**config.mk**
```make
export PLATFORM = sky130hd
export DESIGN_NAME = epsd_ram
export DESIGN_NICKNAME = d
export VERILOG_FILES = /design/src/design/epsd_ram.sv
export SDC_FILE = /design/constraint.sdc
export NUM_CORES = 2
export LEC_CHECK = 0
export CAP_MARGIN = 20
export CORE_MARGIN = 2
export CORE_UTILIZATION = 36
export DETAILED_ROUTE_END_ITERATION = 16
export DONT_BUFFER_PORTS = 1
export PLACE_DENSITY = 0.5
export SLEW_MARGIN = 20
export SYNTH_ARGS = -nofsm -noshare
export SYNTH_HDL_FRONTEND = slang
export SYNTH_SLANG_ARGS = --single-unit
```
**constraint.sdc**
```tcl
create_clock -name clk_i -period 6.1 [get_ports clk_i]
set_input_delay 0.61 -clock clk_i [delete_from_list [all_inputs] [get_ports clk_i]]
set_output_delay 0.61 -clock clk_i [all_outputs]
set_load 0.01 [all_outputs]
```
**src/design/epsd_ram.sv**
```systemverilog
// generic single write port ram with registered read
module epsd_ram #(
  parameter int Width = 64,
  parameter int Depth = 64
) (
  input  logic                     clk_i,
  input  logic                     we_i,
  input  logic [$clog2(Depth)-1:0] waddr_i,
  input  logic [Width-1:0]         wdata_i,
  input  logic [$clog2(Depth)-1:0] raddr_i,
  output logic [Width-1:0]         rdata_o
);

  logic [Width-1:0] mem [Depth];
  logic [Width-1:0] rdata_q;

  always_ff @(posedge clk_i) begin
    if (we_i) begin
      mem[waddr_i] <= wdata_i;
    end
    rdata_q <= mem[raddr_i];
  end

  assign rdata_o = rdata_q;

endmodule

```
[Word-level counts from Yosys, hierarchy flattened]
Memories as Yosys holds them, arrays and structs flattened. A register that Yosys moved wholly into a read port is not among the register bits.
Index checks and enable logic that the tools add are counted.
Word-level totals
  register bits: 0
  bits in writable memories: 4096
  output and inout bits: 64
  word-level logic and storage cells: 3
  memories kept: 1
Memories
  mem: depth 64, width 64, read ports 1, clocked after Yosys merged registers in 1, wr ports 1, RTL line 14  | logic [Width-1:0] mem [Depth];
Operators by class
  multiplexer cells: 2
Operator list (count)
  2-to-1 mux 1 bit: 2

[Logic depth before layout (Yosys ltp)]
  depth in word-level cells: 2
  depth in mapped cells: 9
  depth with buffers taken out: 5

[Worst setup path after synthesis]
No wires, ideal clock.
  path type: in2reg
  from: in waddr_i[3]
  to: mem mem[48][0] (enable)
  arrival time: 5.482 ns
  path slack: 0.054 ns
  stages on the path: 4
  path buffers: 1
  path through: clkbuf_1 -> nor2b_1 -> nand4b_1 -> nor3_1
RTL lines
  start, declared: RTL line 8  | input logic [$clog2(Depth)-1:0] waddr_i,
  end, declared: RTL line 14
Straight into the memory's write port.

==> run_results.csv <==
group,metric,value,unit
power_and_ir_drop,power,61.06,mW
status,violations,"slew limit",
floorplanning,die_h,663.0,um
sta,fin_setup_tns,0,ps
global_route,grt_pass1_wl,646300,um
clock_tree,cts.clk_slew.worst_paths,60,ps
global_route,grt_max_degree,412,
sta,finalSetupViolations,0,
synthesis,synth_warnings,0,
synthesis,ys_types,33,
power_and_ir_drop,power.density,336.8,mW/mm^2
worst_setup_path,crit_path_end_kind,"register",
placement,hpwl,243900,um
placement,port_buffers,0,
worst_setup_path,arrival,5440,ps
synthesis,synth-main-ff-cell,"edfxtp_1",
floorplanning,die_x,663.0,um
synthesis,syn_area_per_cell,23.70,um^2
detailed_routing,vias,75030,
detailed_routing,vias_per_cell,5.716,
worst_setup_path,worst_setup_path_start_kind,"input pin",
power_and_ir_drop,ir_drop,261.3,uV
detailed_routing,ant_nets,0,
global_route,grt_pass1_vias,76260,
sta,slew_viol_final,126,
sta,hold_violations,0,
clock_tree,hold_buffers,129,
clock_tree,htreeDepth,5,
detailed_routing,wl,473100,um
clock_tree,clk_latency,1020,ps
synthesis,synthMuxAreaShare,0.1561,
detailed_routing,drt_iter0_markers,9820,
synthesis,synth-compound-area-share,0.02477,
worst_setup_path,worstPathMaxFanout,92,
status,outcome,"finished, violations left",
global_route,track_usage,0.2116,
clock_tree,ctsResizeCount,0,
synthesis,async_flop_share,0,
floorplanning,initial_core_util,0.3608,
worst_setup_path,worst_ep_required_time,6910,ps
synthesis,synth_top_family_by_area,"multiplexers",
sta,timing.fmax,215.8,MHz
detailed_routing,wl_per_cell,36.04,um
final_layout,n_fill_cell,37150,
synthesis,ys_seq_area_frac,0.7949,
detailed_routing,dr.pass1.iters,5,
final_layout,area.growth.synth_to_final,15.97,%
worst_setup_path,path_class,"input pin to register",
sta,fin_skew,74.53,ps
final_layout,drive_gt1_frac,0.2746,
power_and_ir_drop,switching_share,0.2149,
synthesis,synthSimpleGateAreaFrac,0.01240,
worst_setup_path,r2r_slack,3360,ps
synthesis,synth_top_area_frac,0.7867,
clock_tree,clock-root-buffer,"clkbuf_16",
floorplanning,pin_count,142,
synthesis,synth_area,0.1563,mm^2
synthesis,synth_fa_ha_area_frac,0,
final_layout,regArea,0.1243,mm^2
detailed_routing,drcViolationCount,0,
power_and_ir_drop,p_sw,13.12,mW
job,cap_violations,0,
global_route,grt-ovfl-total,0,
worst_setup_path,path_common_cell,"buf_16",
synthesis,synthCells,6598,
sta,rsz0062_at_grt,"false",
synthesis,synthTopCellsByArea,"edfxtp_1 (79%), mux4_2 (15%), mux2i_1 (0.86%)",
floorplanning,coreArea,0.4333,mm^2
synthesis,synth_edf_count,4096,
worst_setup_path,cpMaxStageDelayCell,"mux4_2",
sta,period_share,0.7596,
floorplanning,row_count,242,
synthesis,yosysTopAreaCell,"edfxtp_1",
final_layout,fin_nets,7078,
clock_tree,post_cts_buffers,0,
worst_setup_path,critPathMaxStageDelay,590,ps
worst_hold_path,min_path_type,"input pin to register",
clock_tree,numClockSinks,4160,
synthesis,synthXorXnorAreaFrac,0,
synthesis,synth_fp_nets,6676,
power_and_ir_drop,leakagePower,55.90,nW
synthesis,ys_ff_latch,4160,
sta,period_needed,4633,ps
worst_setup_path,path_cells,"buf_16 > buf_16 > buf_16 > buf_16 > buf_16 > buf_16 > mux4_2 > mux2i_1 > o22ai_1 > a41oi_1 > a211oi_1",
power_and_ir_drop,p_comb_frac,0.045,
sta,slew_headroom,-0.1554,
power_and_ir_drop,clock_power_share,0.433,
placement,gp_congestion,0.7509,
sta,worstMarginPinSlew,1733,ps
clock_tree,cts_buffer_depth,4,
power_and_ir_drop,seqPwrFrac,0.522,
clock_tree,cts_tree,"built",
synthesis,synth_commonest_cells,"edfxtp_1 (4096), mux4_2 (1024), buf_2 (170)",
clock_tree,numCtsBuffers,436,
final_layout,multi_input_area,0.03079,mm^2
power_and_ir_drop,p_int,47.94,mW
synthesis,yosysMostFrequentCell,"edfxtp_1",
floorplanning,fp.dieArea,0.4396,mm^2
global_route,antenna_found_initial,37,
placed cells by master (no fill, tap or decap), types with 21 or more instances in the layout:
master	instances
a22o_1	88
nand3_1	45
or2_2	28
nor2b_1	24
o22ai_1	83
clkbuf_1	98
nand2_1	54
clkbuf_8	23
and3_1	64
nor2_1	47
buf_16	72
mux4_2	1024
mux2i_1	135
buf_12	50
nor2_4	65
a211oi_1	62
clkinv_1	90
clkbuf_16	442
a41oi_1	26
bufinv_16	38
o221ai_1	38
dlygate4sd3_1	65
dfxtp_1	64
or3_1	29
diode_2	21
edfxtp_1	4096
clkinv_2	76
a22oi_1	168
buf_4	147
per-stage QoR:
| step | hold slack (ps) | setup slack (ps) | cells | cell area [um^2] | utilization |
|---|---|---|---|---|---|
| 6_report | 122.3 | 1467 | 13130 | 181300 | 0.4185 |
| 5_1_grt | 65.56 | 1029 | 13120 | 181300 | 0.4184 |
| 4_1_cts | 33.17 | 1513 | 13110 | 181200 | 0.4183 |
| 3_5_place_dp | 711.9 | 446.7 | 12170 | 164700 | 0.3802 |
| 2_1_floorplan | 708.9 | 54.01 | 6598 | 156300 | - |
| 3_3_place_gp | 711.5 | 52.99 | 12160 | 164400 | 0.3795 |
registers in the layout, indices dropped and copies added, names as in the netlist:
signal and cells:
mem 4096, rdata_o 64
power by group through the flow:
stage / combinational (mW) / clock (mW) / sequential (mW)
4_1_cts: 2.76 / 26.9 / 31.9
5_1_grt: 2.89 / 28.0 / 31.9
3_5_place_dp: 2.18 / 0 / 32.5
2_1_floorplan: 1.47 / 0 / 32.3
6_report: 2.74 / 26.5 / 31.9
3_3_place_gp: 2.02 / 0 / 32.5
worst paths after layout:
| kind | from | end | cells after the start |
|---|---|---|---|
| worst max-delay path | raddr_i[0] | rdata_o[41] | 11 |
| worst min-delay path | waddr_i[2] | mem[48][1] | 2 |
| worst max register to register | mem[55][6] | rdata_o[6] | 5 |
| worst min register to register | mem[38][34] | rdata_o[34] | 4 |
metal layers:
metal  share of wire  vias up  global-route usage  wire [um]
met5        0.000049        -                   0         23
met4           0.023        4             0.04871      11110
met3           0.063      577             0.03065      29850
met2            0.49     2899              0.3496     231500
met1            0.42    42160              0.2983     200600
li1                -    29390                   -          -
critical path, delay by kind of cell:
family / cells / cell delay, ps
AOI/OAI and AO/OA: 3 / 820
muxes: 2 / 770
buffers and inverters: 6 / 2690
area by class of cell:
type                            count  share of cell area
Timing Repair Buffer              334             0.02613
Antenna cell                       21           0.0002898
Clock inverter                    247             0.01359
Clock buffer                      563             0.06478
Tap cell                         5734             0.03957
Inverter                           19           0.0003933
Sequential cell                  4160              0.6854
Multi-Input combinational cell   2049              0.1698
cell families (layout without fill, tap and decap cells):
group	Yosys count	count (layout)
AOI/OAI and AO/OA	504	504
muxes	1159	1159
buffers and inverters	389	1163
and+or+nand+nor	386	386
DFF	4160	4160
other	0	21
Power figures use the tool's default switching activity.
